===== src/sv/utsd_pkg.sv =====
`timescale 1ns / 1ps
`default_nettype none
package utsd_pkg;

  localparam int unsigned RunMax = 4;
  localparam int unsigned CntW   = 3;
  localparam int unsigned IdxW   = 2;

  localparam logic [7:0]  BomByte0 = 8'hEF;
  localparam logic [7:0]  BomByte1 = 8'hBB;
  localparam logic [7:0]  BomByte2 = 8'hBF;
  localparam logic [15:0] QMark    = 16'h003F;
  localparam logic [15:0] TermUnit = 16'h0000;

  typedef logic [15:0] unit_t;
  typedef unit_t [RunMax-1:0] run_t;

  typedef struct packed {
    logic [7:0] l0;
    logic [7:0] l1;
    logic [1:0] held;
    logic       start;
  } dec_state_t;

  localparam dec_state_t StateReset = '{l0: 8'h00, l1: 8'h00, held: 2'd0, start: 1'b1};

  typedef struct packed {
    logic  valid;
    unit_t code;
  } unit_res_t;

  typedef struct packed {
    logic [CntW-1:0] left;
    logic            take_next;
  } emit_status_t;

  function automatic unit_res_t decode_byte(logic [7:0] b0, logic [7:0] b1, logic [7:0] b2);
    unit_res_t r;
    r.valid = 1'b1;
    r.code  = '0;
    if (!b0[7]) begin
      r.code = {8'h00, b0};
    end else if (b0[7:6] == 2'b10) begin
      r.valid = 1'b0;
    end else if (b0[7:5] == 3'b110) begin
      r.code = {5'b00000, b0[4:0], b1[5:0]};
    end else if (b0[7:4] == 4'hE) begin
      r.code = {b0[3:0], b1[5:0], b2[5:0]};
    end else begin
      r.code = QMark;
    end
    return r;
  endfunction

endpackage
`default_nettype wire


===== src/sv/utsd_decode.sv =====
`timescale 1ns / 1ps
`default_nettype none
module utsd_decode (
  input  wire utsd_pkg::dec_state_t      state_i,
  input  wire logic [7:0]                in_byte_i,
  input  wire logic                      end_of_string_i,
  output utsd_pkg::dec_state_t           state_next_o,
  output utsd_pkg::run_t                 units_o,
  output logic [utsd_pkg::CntW-1:0]      cnt_o
);
  import utsd_pkg::*;

  dec_state_t           st;
  unit_res_t [RunMax-1:0] slot;
  unit_res_t            fa;
  unit_res_t            fb;
  logic                 bom;
  logic [7:0]           fa_b1;

  always_comb begin
    st      = state_i;
    slot[0] = '0;
    bom     = state_i.start && (state_i.l0 == BomByte0) && (state_i.l1 == BomByte1) &&
              (in_byte_i == BomByte2);
    if (state_i.held == 2'd2) begin
      st.start = 1'b0;
      if (bom) begin
        st.l0   = 8'h00;
        st.l1   = 8'h00;
        st.held = 2'd0;
      end else begin
        slot[0] = decode_byte(state_i.l0, state_i.l1, in_byte_i);
        st.l0   = state_i.l1;
        st.l1   = in_byte_i;
      end
    end else begin
      if (state_i.held[0]) begin
        st.l1 = in_byte_i;
      end else begin
        st.l0 = in_byte_i;
      end
      st.held = state_i.held + 2'd1;
    end

    // end-of-string flush, missing lookahead reads as zero
    fa_b1 = (st.held == 2'd2) ? st.l1 : 8'h00;
    fa    = decode_byte(st.l0, fa_b1, 8'h00);
    fb    = decode_byte(st.l1, 8'h00, 8'h00);
    slot[1]       = fa;
    slot[1].valid = fa.valid && end_of_string_i && (st.held != 2'd0);
    slot[2]       = fb;
    slot[2].valid = fb.valid && end_of_string_i && (st.held == 2'd2);
    slot[3].valid = end_of_string_i;
    slot[3].code  = TermUnit;

    state_next_o = end_of_string_i ? StateReset : st;
  end

  always_comb begin
    units_o = '0;
    cnt_o   = '0;
    for (int i = 0; i < RunMax; i++) begin
      if (slot[i].valid) begin
        units_o[cnt_o[IdxW-1:0]] = slot[i].code;
        cnt_o                    = cnt_o + CntW'(1);
      end
    end
  end

endmodule
`default_nettype wire


===== src/sv/utsd_emit.sv =====
`timescale 1ns / 1ps
`default_nettype none
module utsd_emit (
  input  wire logic                      clk_i,
  input  wire logic                      rst_ni,
  input  wire logic                      load_i,
  input  wire utsd_pkg::run_t            units_i,
  input  wire logic [utsd_pkg::CntW-1:0] cnt_i,
  output utsd_pkg::emit_status_t         status_o,
  output logic                           out_valid_o,
  input  wire logic                      out_stall_i,
  output logic [15:0]                    code_unit_o,
  output logic                           last_of_run_o
);
  import utsd_pkg::*;

  run_t            run_q;
  logic [CntW-1:0] left_q, left_d;
  logic [IdxW-1:0] idx_q, idx_d;
  logic            out_valid_q, out_valid_d;
  unit_t           code_q;
  logic            last_q;
  logic            out_free;
  logic            pending;
  logic            move;
  logic            take_next;

  assign out_free  = !out_valid_q || !out_stall_i;
  assign pending   = (left_q != '0);
  assign move      = pending && out_free;
  assign take_next = !pending || (move && (left_q == CntW'(1)));

  always_comb begin
    left_d      = left_q;
    idx_d       = idx_q;
    out_valid_d = out_valid_q;
    if (out_free) begin
      out_valid_d = pending;
    end
    if (move) begin
      left_d = left_q - CntW'(1);
      idx_d  = idx_q + IdxW'(1);
    end
    if (load_i && take_next) begin
      left_d = cnt_i;
      idx_d  = '0;
    end
  end

  always_ff @(posedge clk_i or negedge rst_ni) begin
    if (!rst_ni) begin
      left_q      <= '0;
      idx_q       <= '0;
      out_valid_q <= 1'b0;
    end else begin
      left_q      <= left_d;
      idx_q       <= idx_d;
      out_valid_q <= out_valid_d;
    end
  end

  always_ff @(posedge clk_i) begin
    if (load_i && take_next) begin
      run_q <= units_i;
    end
    if (move) begin
      code_q <= run_q[idx_q];
      last_q <= (left_q == CntW'(1));
    end
  end

  assign status_o.left      = left_q;
  assign status_o.take_next = take_next;
  assign out_valid_o        = out_valid_q;
  assign code_unit_o        = code_q;
  assign last_of_run_o      = last_q;

endmodule
`default_nettype wire


===== src/sv/utsd_state.sv =====
`timescale 1ns / 1ps
`default_nettype none
module utsd_state (
  input  wire logic                 clk_i,
  input  wire logic                 rst_ni,
  input  wire logic                 en_i,
  input  wire utsd_pkg::dec_state_t state_d_i,
  output utsd_pkg::dec_state_t      state_q_o
);
  import utsd_pkg::*;

  dec_state_t state_q;

  always_ff @(posedge clk_i or negedge rst_ni) begin
    if (!rst_ni) begin
      state_q <= StateReset;
    end else if (en_i) begin
      state_q <= state_d_i;
    end
  end

  assign state_q_o = state_q;

endmodule
`default_nettype wire


===== src/sv/utf8_to_ucs2_stream_decoder_top.sv =====
`timescale 1ns / 1ps
`default_nettype none
// UTF-8 to 16-bit code unit stream decoder.
// Input channel: one string byte per beat (in_byte_i) with end_of_string_i on
// the final byte. Output channel: one code unit per beat, last_of_run_o set on
// the final unit caused by an input byte. Both channels use valid/stall.
// A byte is decoded once the two following bytes are held, so output lags the
// string by two bytes; the end-of-string byte flushes the held bytes and then
// emits a zero terminator. A leading EF BB BF is dropped.
// Each byte's units are captured into the run buffer at the edge that accepts
// it and moved one by one into the output register whenever that is free.
// Throughput: one byte per cycle while each byte yields at most one unit and
// the output is not stalled; a byte yielding several units (up to four at end
// of string) stalls the input while the single output register drains the
// run buffer.
// Reset clears the lookahead, the run buffer count and the output valid, and
// arms BOM detection. A stall on the output holds the output beat; once the run
// buffer is not about to drain, in_stall_o is raised.
module utf8_to_ucs2_stream_decoder_top (
  input  wire logic        clk_i,
  input  wire logic        rst_ni,
  input  wire logic        in_valid_i,
  output logic             in_stall_o,
  input  wire logic [7:0]  in_byte_i,
  input  wire logic        end_of_string_i,
  output logic             out_valid_o,
  input  wire logic        out_stall_i,
  output logic [15:0]      code_unit_o,
  output logic             last_of_run_o
);
  import utsd_pkg::*;

  dec_state_t      state_q;
  dec_state_t      state_d;
  run_t            units;
  logic [CntW-1:0] cnt;
  emit_status_t    emit_st;
  logic            in_acc;

  assign in_stall_o = !emit_st.take_next;
  assign in_acc     = in_valid_i && emit_st.take_next;

  utsd_state u_state (
    .clk_i     (clk_i),
    .rst_ni    (rst_ni),
    .en_i      (in_acc),
    .state_d_i (state_d),
    .state_q_o (state_q)
  );

  utsd_decode u_decode (
    .state_i         (state_q),
    .in_byte_i       (in_byte_i),
    .end_of_string_i (end_of_string_i),
    .state_next_o    (state_d),
    .units_o         (units),
    .cnt_o           (cnt)
  );

  utsd_emit u_emit (
    .clk_i         (clk_i),
    .rst_ni        (rst_ni),
    .load_i        (in_valid_i),
    .units_i       (units),
    .cnt_i         (cnt),
    .status_o      (emit_st),
    .out_valid_o   (out_valid_o),
    .out_stall_i   (out_stall_i),
    .code_unit_o   (code_unit_o),
    .last_of_run_o (last_of_run_o)
  );

  a_held_range: assert property (@(posedge clk_i) disable iff (!rst_ni)
    state_q.held != 2'd3)
    else $error("lookahead count out of range");

  a_eos_resets: assert property (@(posedge clk_i) disable iff (!rst_ni)
    in_acc && end_of_string_i |=> state_q.held == 2'd0 && state_q.start)
    else $error("state not reset after end of string");

  a_run_blocks_input: assert property (@(posedge clk_i) disable iff (!rst_ni)
    emit_st.left > CntW'(1) |-> in_stall_o)
    else $error("input taken while run buffer busy");

  a_run_bound: assert property (@(posedge clk_i) disable iff (!rst_ni)
    emit_st.left <= CntW'(RunMax))
    else $error("run buffer count out of range");

endmodule
`default_nettype wire


===== config.mk =====
export PLATFORM = sky130hd
export DESIGN_NAME = utf8_to_ucs2_stream_decoder_top
export DESIGN_NICKNAME = d
export VERILOG_FILES = /design/src/sv/utsd_pkg.sv /design/src/sv/utsd_decode.sv /design/src/sv/utsd_emit.sv /design/src/sv/utsd_state.sv /design/src/sv/utf8_to_ucs2_stream_decoder_top.sv
export SDC_FILE = /design/constraint.sdc
export NUM_CORES = 1
export LEC_CHECK = 0
export ABC_AREA = 1
export BUFFER_PORTS_ARGS = -buffer_cell sky130_fd_sc_hd__buf_2
export CAP_MARGIN = 10
export CELL_PAD_IN_SITES_DETAIL_PLACEMENT = 1
export CELL_PAD_IN_SITES_GLOBAL_PLACEMENT = 1
export CORE_ASPECT_RATIO = 0.8
export CORE_MARGIN = 2
export CORE_UTILIZATION = 51
export DETAILED_ROUTE_END_ITERATION = 8
export GPL_ROUTABILITY_DRIVEN = 0
export GPL_TIMING_DRIVEN = 0
export PLACE_DENSITY_LB_ADDON = 0.12
export SLEW_MARGIN = 20
export SYNTH_ARGS = -nofsm -noshare
export SYNTH_HDL_FRONTEND = slang
export SYNTH_SLANG_ARGS = --single-unit

===== constraint.sdc =====
create_clock -name clk_i -period 5.74 [get_ports clk_i]
set_input_delay 0.574 -clock clk_i [delete_from_list [all_inputs] [get_ports clk_i]]
set_output_delay 0.574 -clock clk_i [all_outputs]
set_load 0.02 [all_outputs]

==> run summary <==
=========================================================================================
Clock-pin slew of the registers on the worst-case setup and hold paths              80 ps
Dominant register cell in the synthesized netlist                            sky130_fd_sc_hd__edfxtp_1
Result of the run                                                            finished, final reports clean
Synth-to-layout area growth                                                        11.59%
Clock insertion delay at the later pin of the skew report                          360 ps
Mapped cell area                                                             0.005893 mm²
Setup repair after global routing missed its margin                                 false
Arr. time, crit path                                                              4790 ps
Number of gates given a new drive strength after cts                                    0
Power, Total                                                                      4107 µW
Number of I/O pins                                                                     32
Dominant cell type by area after synthesis                                   sky130_fd_sc_hd__edfxtp_1
Final routed wirelength across all metal layers                                  19360 µm
Number of endpoints failing setup at the final stage                                    0
Share of Yosys cell area claimed by the top area cell type                         0.4025
Count of flip-flops with a built-in enable after synthesis                             79
Drt drc                                                                                 0
Number of clock buffers inserted by TritonCTS                                           9
Post-route antenna net violation count                                                  0
Number of antenna violations at the first check in global routing                       0
Total Neg Setup Slack                                                                0 ps
Number of instances in the synthesized netlist                                        692
Number of placement rows                                                               35
Proportion of layout cells with a drive suffix above 1                             0.1417
Pwr per Cell Area                                                            624.5 mW/mm²
Post-layout min period                                                            4586 ps
Mean number of vias per cell                                                        6.062
Proportion of register bits with asynchronous set or reset after synthesis         0.2404
Wire length of the first global-routing pass                                     31080 µm
Required @ worst endpoint                                                         5940 ps
Startpoint type of the worst setup path                                          register
Number of iterations in the first detailed-routing pass                                 5
Final critical-path share of the clock period                                      0.7989
CTS Buffer Depth                                                                        2
Count of vias placed by the detailed router                                          5389
Min-delay worst type                                                         input port to asynchronous set/reset pin
Number of violations of the max-capacitance limit                                       0
Slew of the pin with the lowest slew margin                                      751.8 ps
Floorplan die height                                                             100.1 µm
Placeable Area                                                                0.01139 mm²
Number of cell instances on the worst register-to-register path                        15
Distinct cell type count after synthesis                                               40
Clock H-tree levels                                                                     3
Clock tree from TritonCTS                                                            done
Start of the worst register-to-register path                                 u_state.state_q_o[1]
Start point of the critical path                                             u_state.state_q_o[1]
Number of warning messages in the yosys log                                             0
Max Transition Viols Final                                                              0
Critical path start-end classification                                       register to register
Sinks on Clock Net                                                                    104
Number of buffers added to fix hold violations after cts                                0
Maximum number of pins on one net before global-route repair                           57
Die Width                                                                        124.2 µm
Peak clock frequency supported by timing                                        218.1 MHz
Dpl hpwl                                                                         14440 µm
Largest cells by area after synthesis                                        sky130_fd_sc_hd__edfxtp_1 (40%), sky130_fd_sc_hd__dfrtp_1 (10%), sky130_fd_sc_hd__nand2_1 (9.5%)
LEAKAGE                                                                       0.002740 µW
Sequential share of the synthesized area                                           0.5089
Aggregate global routing overflow                                                       0
All-layer global routing usage                                                     0.3361
Die Footprint                                                                 0.01244 mm²
Number of DRC violations after detailed-routing iteration 0                           671
Antenna diode instance count                                                            0
Dominant cell by count in the synthesized netlist                            sky130_fd_sc_hd__nand2_1
Post-synth net total                                                                  715
Number of hold violations in the final report                                           0
Largest clock skew in the final design                                           9.462 ps
Peak supply drop                                                                0.2267 mV
Number of global-route vias before repair                                            5660
Number of inserted filler cells in the final layout                                  1386
Initial standard-cell utilization of the core                                      0.5176
Buffers added on ports                                                                 31
Net count, final                                                                      759
Flop and latch count out of synthesis                                                 104
Cell at the root of the clock tree                                           sky130_fd_sc_hd__clkbuf_16
Endpoint type of the worst setup path                                            register
Max-Slew Margin vs Limit                                                           0.4935
Synth top cells by count                                                     sky130_fd_sc_hd__nand2_1 (149), sky130_fd_sc_hd__nor2_1 (113), sky130_fd_sc_hd__edfxtp_1 (79)
Peak fanout along the critical path                                                    11
Routed WL per cell                                                               21.78 µm
Post-CTS setup-driven buffer insertion count                                            0
Mean Syn Cell Area                                                              8.516 µm²
=========================================================================================
==> placed cells by master, fill, tap and decap left out, drive strengths merged, types with 4 or more instances in the layout <==
| cell type | Yosys | final |
|---|---|---|
| clkbuf | 12 | 22 |
| o22ai | 38 | 38 |
| o221ai | 7 | 7 |
| nor2 | 120 | 120 |
| nand2 | 160 | 160 |
| inv | 79 | 80 |
| ha | 10 | 10 |
| edfxtp | 79 | 79 |
| clkinv | 2 | 4 |
| dfrtp | 24 | 24 |
| a21oi | 30 | 30 |
| buf | 12 | 45 |
| o21ai | 79 | 79 |
| nand3 | 22 | 22 |
==> worst paths after layout <==
check	endpoint	slack, ps
max	u_emit.run_q[4]	1150
min	u_state.state_q_o[5]	220
max reg2reg	u_emit.run_q[4]	1150
min reg2reg	u_emit.out_valid_o	510
max in group asynchronous	u_state.state_q_o[17]	5110
min in group clk_i	u_emit.out_valid_o	440
==> layer usage <==
layer	vias up	GRT usage	routed length (µm)	share of wire
li1	2418	-	-	-
met1	2701	0.4516	8317	0.43
met2	224	0.5439	9212	0.48
met3	46	0.07102	1322	0.068
met4	0	0.1115	508	0.026
met5	-	0	0	0
==> critical path, stage by stage, from the launching register on <==
cell and delay, ps:
sky130_fd_sc_hd__dfrtp_1 460, sky130_fd_sc_hd__inv_2 200, sky130_fd_sc_hd__nand2_1 200, sky130_fd_sc_hd__inv_2 260, sky130_fd_sc_hd__nand2_1 180, sky130_fd_sc_hd__nor2_1 550, sky130_fd_sc_hd__buf_2 380, sky130_fd_sc_hd__inv_1 80
sky130_fd_sc_hd__ha_1 270, sky130_fd_sc_hd__nand2_4 190, sky130_fd_sc_hd__o21ai_0 250, sky130_fd_sc_hd__ha_1 280, sky130_fd_sc_hd__nand2_1 280, sky130_fd_sc_hd__clkbuf_1 430, sky130_fd_sc_hd__o21ai_0 220, sky130_fd_sc_hd__nor2_1 190
==> metrics by stage <==
stage | hold slack [ps] | cell area [µm²] | util | instances | setup slack [ps]
3_5_place_dp | 491.8 | 6279 | 0.5514 | 873 | 1342
5_1_grt | 257.7 | 6576 | 0.5776 | 889 | 989.1
6_report | 220.6 | 6576 | 0.5776 | 889 | 1154
2_1_floorplan | 278.4 | 5893 | - | 692 | 2174
4_1_cts | 232.7 | 6576 | 0.5776 | 889 | 1287
3_3_place_gp | 467.4 | 6233 | 0.5475 | 871 | 1092
==> cell families (layout without fill, tap and decap cells) <==
logic type                 Yosys count  after routing  share of synthesized area
and+or+nand+nor                    312            312                     0.2348
AOI/OAI and AO/OA                  161            161                     0.1588
adders and majority gates           10             10                    0.02123
DFF                                104            104                     0.5089
buffers and inverters              105            154                    0.07622
==> final cells by class <==
cell class                 count  area, µm²  share of cell area
sequential                   104       2999              0.4561
multi-input combinational    483       2447              0.3721
inverter                      81      314.1             0.04775
clock buffer                  10      229.0             0.03482
timing repair buffer          33      193.9             0.02949
tap                          148      185.2             0.02816
buffer                        24      138.9             0.02112
clock inverter                 6      68.82             0.01046
==> report_power, final <==
part	internal, µW	total (µW)	switching (µW)
registers	1140	1280	142
clock network	341	638	297
logic	571	2190	1620
==> registers in the layout (all words and copies together), names as in the netlist <==
signal / flops
u_emit.left_q: 3
u_emit.idx_q: 2
u_emit.code_unit_o: 16
u_state.state_q_o: 19
u_emit.run_q: 62
u_emit.last_of_run_o: 1
u_emit.out_valid_o: 1
Note: power is estimated with default switching activity, not from simulation.
